**config.mk**
```make
export PLATFORM = sky130hd
export DESIGN_NAME = running_temp_min_avg_max_flat
export DESIGN_NICKNAME = d
export VERILOG_FILES = /design/src/hdl/rtmam_pkg.sv /design/src/hdl/rtmam_if.sv /design/src/hdl/running_temp_min_avg_max.sv /design/src/flat_wrapper.sv
export SDC_FILE = /design/constraint.sdc
export NUM_CORES = 1
export LEC_CHECK = 0
export ABC_AREA = 0
export BUFFER_PORTS_ARGS = -buffer_cell sky130_fd_sc_hd__buf_2
export CORE_MARGIN = 10
export CORE_UTILIZATION = 55
export CTS_CLUSTER_SIZE = 14
export DETAILED_ROUTE_END_ITERATION = 6
export GPL_TIMING_DRIVEN = 0
export PLACE_DENSITY = 0.83
export SLEW_MARGIN = 10
export SYNTH_ARGS = -nofsm -noshare
export SYNTH_HDL_FRONTEND = slang
export SYNTH_SLANG_ARGS = --single-unit
```
**constraint.sdc**
```tcl
create_clock -name clk -period 5.7 [get_ports clk]
set_input_delay 0.57 -clock clk [delete_from_list [all_inputs] [get_ports clk]]
set_output_delay 0.57 -clock clk [all_outputs]
set_load 0.02 [all_outputs]
```
**src/hdl/rtmam_pkg.sv**
```systemverilog
// Package for the running temperature minimum / average / maximum block.
// Holds the field types, operation codes, limits and controller states.
// No dependencies; every other file of the block imports it.
package rtmam_pkg;

	typedef logic signed [10:0] temp_t;
	typedef logic [9:0] humid_t;
	typedef logic [6:0] pct_t;
	typedef logic [7:0] count_t;
	typedef logic signed [18:0] sum_t;

	typedef enum logic [1:0] {
		OP_SAMPLE    = 2'd0,
		OP_SET_EXTR  = 2'd1,
		OP_CLEAR_WIN = 2'd2
	} op_t;

	typedef enum logic [1:0] {
		ST_IDLE,
		ST_DIVIDE,
		ST_FINISH
	} state_t;

	localparam temp_t TEMP_LO = -11'sd400;
	localparam temp_t TEMP_HI = 11'sd800;
	localparam humid_t HUMID_HI = 10'd1000;
	localparam count_t COUNT_MAX = 8'd255;
	localparam count_t WINDOW_RESET = 8'd200;
	localparam int MAG_W = 18;
	localparam logic [4:0] DIV_LAST = 5'd17;
	localparam logic [4:0] HUM_DIVISOR = 5'd10;

endpackage

```
**src/hdl/rtmam_if.sv**
```systemverilog
// Valid/ready channel interfaces for the block: sample input, result output
// and window length configuration. Depends on rtmam_pkg for field types.
interface rtmam_in_if;
	logic valid;
	logic ready;
	logic [1:0] op;
	rtmam_pkg::temp_t temp_tenths;
	rtmam_pkg::humid_t humid_tenths;
	modport source(output valid, op, temp_tenths, humid_tenths, input ready);
	modport sink(input valid, op, temp_tenths, humid_tenths, output ready);
endinterface

interface rtmam_out_if;
	logic valid;
	logic ready;
	rtmam_pkg::temp_t avg_tenths;
	rtmam_pkg::temp_t min_tenths;
	rtmam_pkg::temp_t max_tenths;
	rtmam_pkg::pct_t humid_pct;
	modport source(output valid, avg_tenths, min_tenths, max_tenths, humid_pct,
		input ready);
	modport sink(input valid, avg_tenths, min_tenths, max_tenths, humid_pct,
		output ready);
endinterface

interface rtmam_cfg_if;
	logic valid;
	logic ready;
	logic [7:0] data;
	modport source(output valid, data, input ready);
	modport sink(input valid, data, output ready);
endinterface

```
**src/hdl/running_temp_min_avg_max.sv**
```systemverilog
// Running temperature minimum, average and maximum with last humidity.
// Depends on rtmam_pkg and the channel interfaces in rtmam_if.sv.
//
// Usage: items enter on the sample channel (op, temp_tenths, humid_tenths)
// and each produces exactly one item on the result channel (avg_tenths,
// min_tenths, max_tenths, humid_pct). The cfg channel writes the window
// length and is always ready. It must be written only while the block is
// idle; the block itself does not enforce this. A sample updates sum,
// count, minimum and maximum in the cycle it is accepted, then a
// bit-serial restoring divider produces the average one quotient bit per
// cycle, together with humidity / 10. A sample item passes through the
// divide and finish states before it loads the result register; the other
// commands go straight to the finish state. One item is in work at a time,
// and the next is accepted once the previous result is registered.
// The result register holds its item while the receiver stalls; an item
// that finishes in that time waits until the register is free.
// Reset sets the window length to 200 and clears all statistics, so the
// extremes read zero until the first sample or min/max reset command.
module running_temp_min_avg_max (
	input logic clk,
	input logic arst_n,
	rtmam_in_if.sink sample,
	rtmam_out_if.source result,
	rtmam_cfg_if.sink cfg
);
	import rtmam_pkg::*;

	state_t state_q, state_nx;
	count_t window_len_q;
	count_t count_q;
	sum_t sum_q;
	temp_t avg_q, min_q, max_q;
	logic extr_valid_q;
	pct_t hum_pct_q;
	logic res_valid_q;

	logic [MAG_W-1:0] div_num_q;
	logic [7:0] div_rem_q;
	count_t div_den_q;
	logic div_neg_q;
	logic [MAG_W-1:0] hum_num_q;
	logic [3:0] hum_rem_q;
	logic [4:0] step_q;

	temp_t avg_res_q, min_res_q, max_res_q;
	pct_t hum_res_q;

	logic accept, res_free, load_res;
	temp_t t_sat;
	humid_t h_sat;
	sum_t sum_nx;
	count_t count_nx;
	logic win_end;
	logic [8:0] div_trial;
	logic div_fit;
	logic [4:0] hum_trial;
	logic hum_fit;
	logic [MAG_W-1:0] div_num_nx, hum_num_nx;
	temp_t quot, avg_nx;

	assign accept = sample.valid && sample.ready;
	assign sample.ready = (state_q == ST_IDLE);
	assign cfg.ready = 1'b1;
	assign res_free = !res_valid_q || result.ready;
	assign load_res = (state_q == ST_FINISH) && res_free;

	always_comb begin
		priority if (sample.temp_tenths < TEMP_LO) begin
			t_sat = TEMP_LO;
		end else if (sample.temp_tenths > TEMP_HI) begin
			t_sat = TEMP_HI;
		end else begin
			t_sat = sample.temp_tenths;
		end
		h_sat = (sample.humid_tenths > HUMID_HI) ? HUMID_HI : sample.humid_tenths;
		sum_nx = sum_q + {{8{t_sat[10]}}, t_sat};
		count_nx = count_q + 8'd1;
		win_end = (count_nx == window_len_q) || (count_nx == COUNT_MAX);
	end

	always_comb begin
		div_trial = {div_rem_q, div_num_q[MAG_W-1]};
		div_fit = div_trial >= {1'b0, div_den_q};
		div_num_nx = {div_num_q[MAG_W-2:0], div_fit};
		hum_trial = {hum_rem_q, hum_num_q[MAG_W-1]};
		hum_fit = hum_trial >= HUM_DIVISOR;
		hum_num_nx = {hum_num_q[MAG_W-2:0], hum_fit};
		quot = div_num_nx[10:0];
		avg_nx = div_neg_q ? -quot : quot;
	end

	always_ff @(posedge clk or negedge arst_n) begin
		if (!arst_n) begin
			state_q <= ST_IDLE;
		end else begin
			state_q <= state_nx;
		end
	end

	always_comb begin
		state_nx = state_q;
		unique case (state_q)
			ST_IDLE: begin
				if (accept) begin
					state_nx = (sample.op == OP_SAMPLE) ? ST_DIVIDE : ST_FINISH;
				end
			end
			ST_DIVIDE: begin
				if (step_q == DIV_LAST) begin
					state_nx = ST_FINISH;
				end
			end
			ST_FINISH: begin
				if (res_free) begin
					state_nx = ST_IDLE;
				end
			end
			default: state_nx = ST_IDLE;
		endcase
	end

	always_ff @(posedge clk or negedge arst_n) begin
		if (!arst_n) begin
			window_len_q <= WINDOW_RESET;
			count_q <= '0;
			sum_q <= '0;
			avg_q <= '0;
			min_q <= '0;
			max_q <= '0;
			extr_valid_q <= 1'b0;
			hum_pct_q <= '0;
			res_valid_q <= 1'b0;
		end else begin
			if (cfg.valid && cfg.ready) begin
				window_len_q <= cfg.data;
			end
			if (accept) begin
				unique case (sample.op)
					OP_SAMPLE: begin
						count_q <= win_end ? '0 : count_nx;
						sum_q <= win_end ? '0 : sum_nx;
						if (!extr_valid_q || t_sat < min_q) begin
							min_q <= t_sat;
						end
						if (!extr_valid_q || t_sat > max_q) begin
							max_q <= t_sat;
						end
						extr_valid_q <= 1'b1;
					end
					OP_SET_EXTR: begin
						min_q <= avg_q;
						max_q <= avg_q;
						extr_valid_q <= 1'b1;
					end
					OP_CLEAR_WIN: begin
						count_q <= '0;
						sum_q <= '0;
					end
					default: begin
					end
				endcase
			end
			if (state_q == ST_DIVIDE && step_q == DIV_LAST) begin
				avg_q <= avg_nx;
				hum_pct_q <= hum_num_nx[6:0];
			end
			if (load_res) begin
				res_valid_q <= 1'b1;
			end else if (result.ready) begin
				res_valid_q <= 1'b0;
			end
		end
	end

	// The divider works on the magnitude; the sign is applied at the last step.
	always_ff @(posedge clk) begin
		if (accept) begin
			div_num_q <= sum_nx[18] ? MAG_W'(-sum_nx) : sum_nx[MAG_W-1:0];
			div_neg_q <= sum_nx[18];
			div_den_q <= count_nx;
			div_rem_q <= '0;
			hum_num_q <= {{(MAG_W - 10){1'b0}}, h_sat};
			hum_rem_q <= '0;
			step_q <= '0;
		end else if (state_q == ST_DIVIDE) begin
			div_num_q <= div_num_nx;
			div_rem_q <= div_fit ? 8'(div_trial - {1'b0, div_den_q}) : div_trial[7:0];
			hum_num_q <= hum_num_nx;
			hum_rem_q <= hum_fit ? 4'(hum_trial - HUM_DIVISOR) : hum_trial[3:0];
			step_q <= step_q + 5'd1;
		end
		if (load_res) begin
			avg_res_q <= avg_q;
			min_res_q <= min_q;
			max_res_q <= max_q;
			hum_res_q <= hum_pct_q;
		end
	end

	assign result.valid = res_valid_q;
	assign result.avg_tenths = avg_res_q;
	assign result.min_tenths = min_res_q;
	assign result.max_tenths = max_res_q;
	assign result.humid_pct = hum_res_q;

	a_sample_divides: assert property (@(posedge clk) disable iff (!arst_n)
		accept && sample.op == OP_SAMPLE |=> state_q == ST_DIVIDE)
		else $error("sample item did not start the divider");

	a_step_bound: assert property (@(posedge clk) disable iff (!arst_n)
		state_q == ST_DIVIDE |-> step_q <= DIV_LAST)
		else $error("divider step count overran");

	a_rem_bound: assert property (@(posedge clk) disable iff (!arst_n)
		state_q == ST_DIVIDE |-> {1'b0, div_rem_q} < {1'b0, div_den_q}
			&& hum_rem_q < 4'(HUM_DIVISOR))
		else $error("divider remainder not below divisor");

	a_extr_order: assert property (@(posedge clk) disable iff (!arst_n)
		extr_valid_q |-> min_q <= max_q)
		else $error("minimum above maximum");

	a_count_bound: assert property (@(posedge clk) disable iff (!arst_n)
		count_q != COUNT_MAX)
		else $error("sample count reached its limit without a window restart");

endmodule

```
**src/flat_wrapper.sv**
```systemverilog
// flat-port wrapper written by rule: the top's interface ports become plain ports
module running_temp_min_avg_max_flat import rtmam_pkg::*;
  (clk, arst_n, sample_valid, sample_op, sample_temp_tenths, sample_humid_tenths, sample_ready, result_valid, result_avg_tenths, result_min_tenths, result_max_tenths, result_humid_pct, result_ready, cfg_valid, cfg_data, cfg_ready);
  rtmam_in_if sample_i ();
  rtmam_out_if result_i ();
  rtmam_cfg_if cfg_i ();
  input logic clk;
  input logic arst_n;
  input wire logic [$bits(sample_i.valid)-1:0] sample_valid;
  input wire logic [$bits(sample_i.op)-1:0] sample_op;
  input wire logic [$bits(sample_i.temp_tenths)-1:0] sample_temp_tenths;
  input wire logic [$bits(sample_i.humid_tenths)-1:0] sample_humid_tenths;
  output wire logic [$bits(sample_i.ready)-1:0] sample_ready;
  output wire logic [$bits(result_i.valid)-1:0] result_valid;
  output wire logic [$bits(result_i.avg_tenths)-1:0] result_avg_tenths;
  output wire logic [$bits(result_i.min_tenths)-1:0] result_min_tenths;
  output wire logic [$bits(result_i.max_tenths)-1:0] result_max_tenths;
  output wire logic [$bits(result_i.humid_pct)-1:0] result_humid_pct;
  input wire logic [$bits(result_i.ready)-1:0] result_ready;
  input wire logic [$bits(cfg_i.valid)-1:0] cfg_valid;
  input wire logic [$bits(cfg_i.data)-1:0] cfg_data;
  output wire logic [$bits(cfg_i.ready)-1:0] cfg_ready;
  assign sample_i.valid = sample_valid;
  assign sample_i.op = sample_op;
  assign sample_i.temp_tenths = sample_temp_tenths;
  assign sample_i.humid_tenths = sample_humid_tenths;
  assign sample_ready = sample_i.ready;
  assign result_valid = result_i.valid;
  assign result_avg_tenths = result_i.avg_tenths;
  assign result_min_tenths = result_i.min_tenths;
  assign result_max_tenths = result_i.max_tenths;
  assign result_humid_pct = result_i.humid_pct;
  assign result_i.ready = result_ready;
  assign cfg_i.valid = cfg_valid;
  assign cfg_i.data = cfg_data;
  assign cfg_ready = cfg_i.ready;
  running_temp_min_avg_max u_core (.clk(clk), .arst_n(arst_n), .sample(sample_i), .result(result_i), .cfg(cfg_i));
endmodule
```
==> impl_metrics.ini <==
[finish]
fin_cells = 1250
final_nets = 1104
antennaDiodeCount = 0
drive_gt1_frac = 0.178
area_delta_synth_final_pct = 13.8

[worst_setup_path]
r2r-start = u_core.div_den_q[1]
rrSetupSlack_ps = 1880
cp.required_ps = 5870
reg2regPathDepth = 14
crit_arrival_ps = 4900
end_kind = register
r2r_end = u_core.avg_q[6]
cp_max_fo = 10
max_stage_delay_ps = 570
cp-start-kind = input port
criticalPathCategory = input port to register
path_buf_inv = 3
cp_top_family = compound AO/OA/AOI/OAI gates
cp_cell_sequence = buf_2 -> a311o_1 -> a21boi_0 -> nor2_1 -> and2_1 -> ha_1 -> a211oi_4 -> or4_4 -> a31o_1 -> a21o_1 -> a31oi_1 -> xor2_1 -> inv_2 -> buf_6 -> o31ai_1 -> xor2_1 -> o21ai_1
cp_common_cell = xor2_1
critPathSlowestCell = or4_4

[power]
p_comb_frac = 0.433
p_sw_mw = 2.26
p_sw_frac = 0.387
power_density_nw_per_um2 = 531
seq_power_share = 0.362
internal_power_mw = 3.57
p_leak_nw = 4.80
clockPowerShare = 0.205
peakVddDrop_v = 0.000273

[clocking]
root_buffer = clkbuf_16
clk_latency_ps = 430
post-cts-setup-buffers = 0
ctsResizeCount = 0
cts_tree = done
clk_pin_slew_worst_paths_ps = 70
cts-htree-levels = 4
cts_hold_buffers = 0
cts_buffer_depth = 2
numCtsBuffers = 17
clock-sinks = 181

[floorplanning]
die_height_um = 152
dieArea_sq_um = 23200
row_count = 48
fp.coreArea_sq_um = 17200
num_io_pins = 79
initial_core_util = 0.560
die_w_um = 152

[yosys]
yosysSeqAreaShare = 0.497
synthMuxAreaShare = 0.0547
ys_ff_latch = 181
synthFlopType = edfxtp_1
netlist_area_sq_um = 9650
netlist_instances = 915
yosysWarnings = 0
avgSynthCellArea_sq_um = 10.5
synth_enable_flop_cells = 77
synth_top_family_by_area = compound AO/OA/AOI/OAI gates
synthDistinctLibCells = 78
yosys.area_share.simple = 0.131
synth-compound-area-share = 0.145
synth_adder_area_share = 0.0742
synth-xor-area-share = 0.0572
async_flop_share = 0.436
synth_nets = 1007

[hold_path]
hold_class = input port to asynchronous set/reset pin

[sta]
slew_headroom = 0.247
period_needed_ps = 4730
finClkSkew_ps = 8.71
rsz0062_at_grt = no
fin_crit_sh = 0.829
tightestPinTransition_ps = 1130
setup_violations = 0
slew_viol_final = 0
max_freq_mhz = 212
hold_viol = 0
worst_slack_ps = 972
setup_tns_ps = 0

[drt]
drtAntennaViolNets = 0
routedWlPerCell_um = 17.8
dr.pass1.iters = 5
drt_iter0_markers = 410
num_vias = 7254
wirelength_mm = 22.3
drcViolationCount = 0
avgViaCountPerCell = 5.80

[place]
place_hpwl_mm = 16.2
post-place-ws_ps = 675
place_congestion = 0.879
port_buffers = 76
place_inst = 1218

[grt]
grt_pass1_wl_mm = 36.9
grt_pass1_vias = 7329
grt_max_degree = 61
grt_usage = 0.191
grt_overflow = 0
antenna_found_initial = 0

[run]
max_cap_violations = 0

[run_status]
status = completed
synth_stat cells, drive strengths merged, types with 4 or more instances:
cell type | n | area [sq um]
a21o | 15 | 114
a21oi | 34 | 174
a22o | 14 | 123
a31oi | 7 | 58.8
and2 | 4 | 25.0
and3 | 7 | 45.1
buf | 11 | 76.3
clkbuf | 23 | 116
dfrtp | 76 | 1900
dfxtp | 25 | 500
edfxtp | 77 | 2310
ha | 54 | 676
inv | 51 | 191
mux2 | 38 | 428
mux2i | 10 | 100
nand2 | 119 | 447
nand2b | 11 | 68.8
nand3 | 23 | 115
nand4 | 13 | 87.6
nor2 | 49 | 184
nor2b | 10 | 62.6
nor3 | 7 | 35.0
o211ai | 4 | 30.0
o21a | 9 | 67.6
o21ai | 79 | 395
o31ai | 13 | 103
or2 | 5 | 31.3
or3 | 7 | 43.8
or4 | 5 | 48.8
xnor2 | 30 | 263
xor2 | 33 | 289
worst max path at each step:
stage                          startpoint              endpoint  slack, ps  cells past startpoint
finish              sample_temp_tenths[4]  u_core.div_num_q[15]        970                     17
global placement    sample_temp_tenths[4]  u_core.div_num_q[15]        720                     16
floorplan           sample_temp_tenths[4]  u_core.div_num_q[15]       1290                     15
global route        sample_temp_tenths[4]  u_core.div_num_q[15]        740                     17
CTS                 sample_temp_tenths[4]  u_core.div_num_q[12]       1040                     17
detailed placement  sample_temp_tenths[4]  u_core.div_num_q[12]        670                     17
power groups by stage:
stage	registers [mW]	logic, mW	clock network (mW)
after global routing	2.15	2.81	1.26
final	2.11	2.52	1.20
after detailed placement	2.12	2.48	0
after CTS	2.11	2.52	1.21
after floorplan	2.12	1.84	0
after global placement	2.10	2.39	0
kinds of logic (layout without fill, tap and decap cells):
group	Yosys count	count (layout)
AOI/OAI and AO/OA	211	211
xor gates and xnor gates	63	63
adders and majority gates	56	56
buffers and inverters	86	196
DFF	181	181
muxes	48	48
other	1	1
and+or+nand+nor	269	269
layer usage:
metal  global-route usage  up-vias  routed length [um]
li1                     -     3466                   -
met3               0.0423       52                1280
met5                    0        -                   0
met4               0.0767        0                 653
met1                0.236     3541                9630
met2                0.320      195               10700
layout by cell type (no fill, tap or decap), types with 9 or more instances in the layout:
cell type,count
a21o_1,14
a21oi_1,33
a22o_1,14
buf_2,76
clkbuf_1,21
clkbuf_16,18
dfrtp_1,76
dfxtp_1,25
edfxtp_1,77
ha_1,54
inv_1,50
mux2_2,38
mux2i_1,10
nand2_1,119
nand2b_1,11
nand3_1,23
nand4_1,12
nor2_1,49
nor2b_1,9
o21a_1,9
o21ai_0,75
o31ai_1,12
xnor2_1,30
xor2_1,33
sequential cells by signal, indices dropped and copies added (netlist names), 11 cells and up:
name,cells
u_core.result.avg_tenths,11
u_core.hum_num_q,18
u_core.max_q,11
u_core.div_num_q,18
u_core.sum_q,19
u_core.min_q,11
u_core.result.max_tenths,11
u_core.avg_q,11
u_core.result.min_tenths,11
area by class of cell:
class                           instances  area (sq um)
Buffer                                 35           203
Tap cell                              225           282
Inverter                               51           191
Timing Repair Buffer                   78           430
Sequential cell                       181          4790
Multi-Input combinational cell        648          4470
Clock inverter                         12           140
Fill cell                            1304          6260
Clock buffer                           20           468
stage by stage:
step / power [mW] / instance area [sq um] / hold slack [ps] / utilization
after floorplan: 3.96 / 9650 / 274 / -
after global placement: 4.49 / 10300 / 426 / 0.598
after detailed placement: 4.60 / 10400 / 425 / 0.602
after CTS: 5.83 / 11000 / 28.6 / 0.637
after global routing: 6.23 / 11000 / 35.9 / 0.637
final: 5.83 / 11000 / 29.4 / 0.637
(Power assumes the default switching activity.)
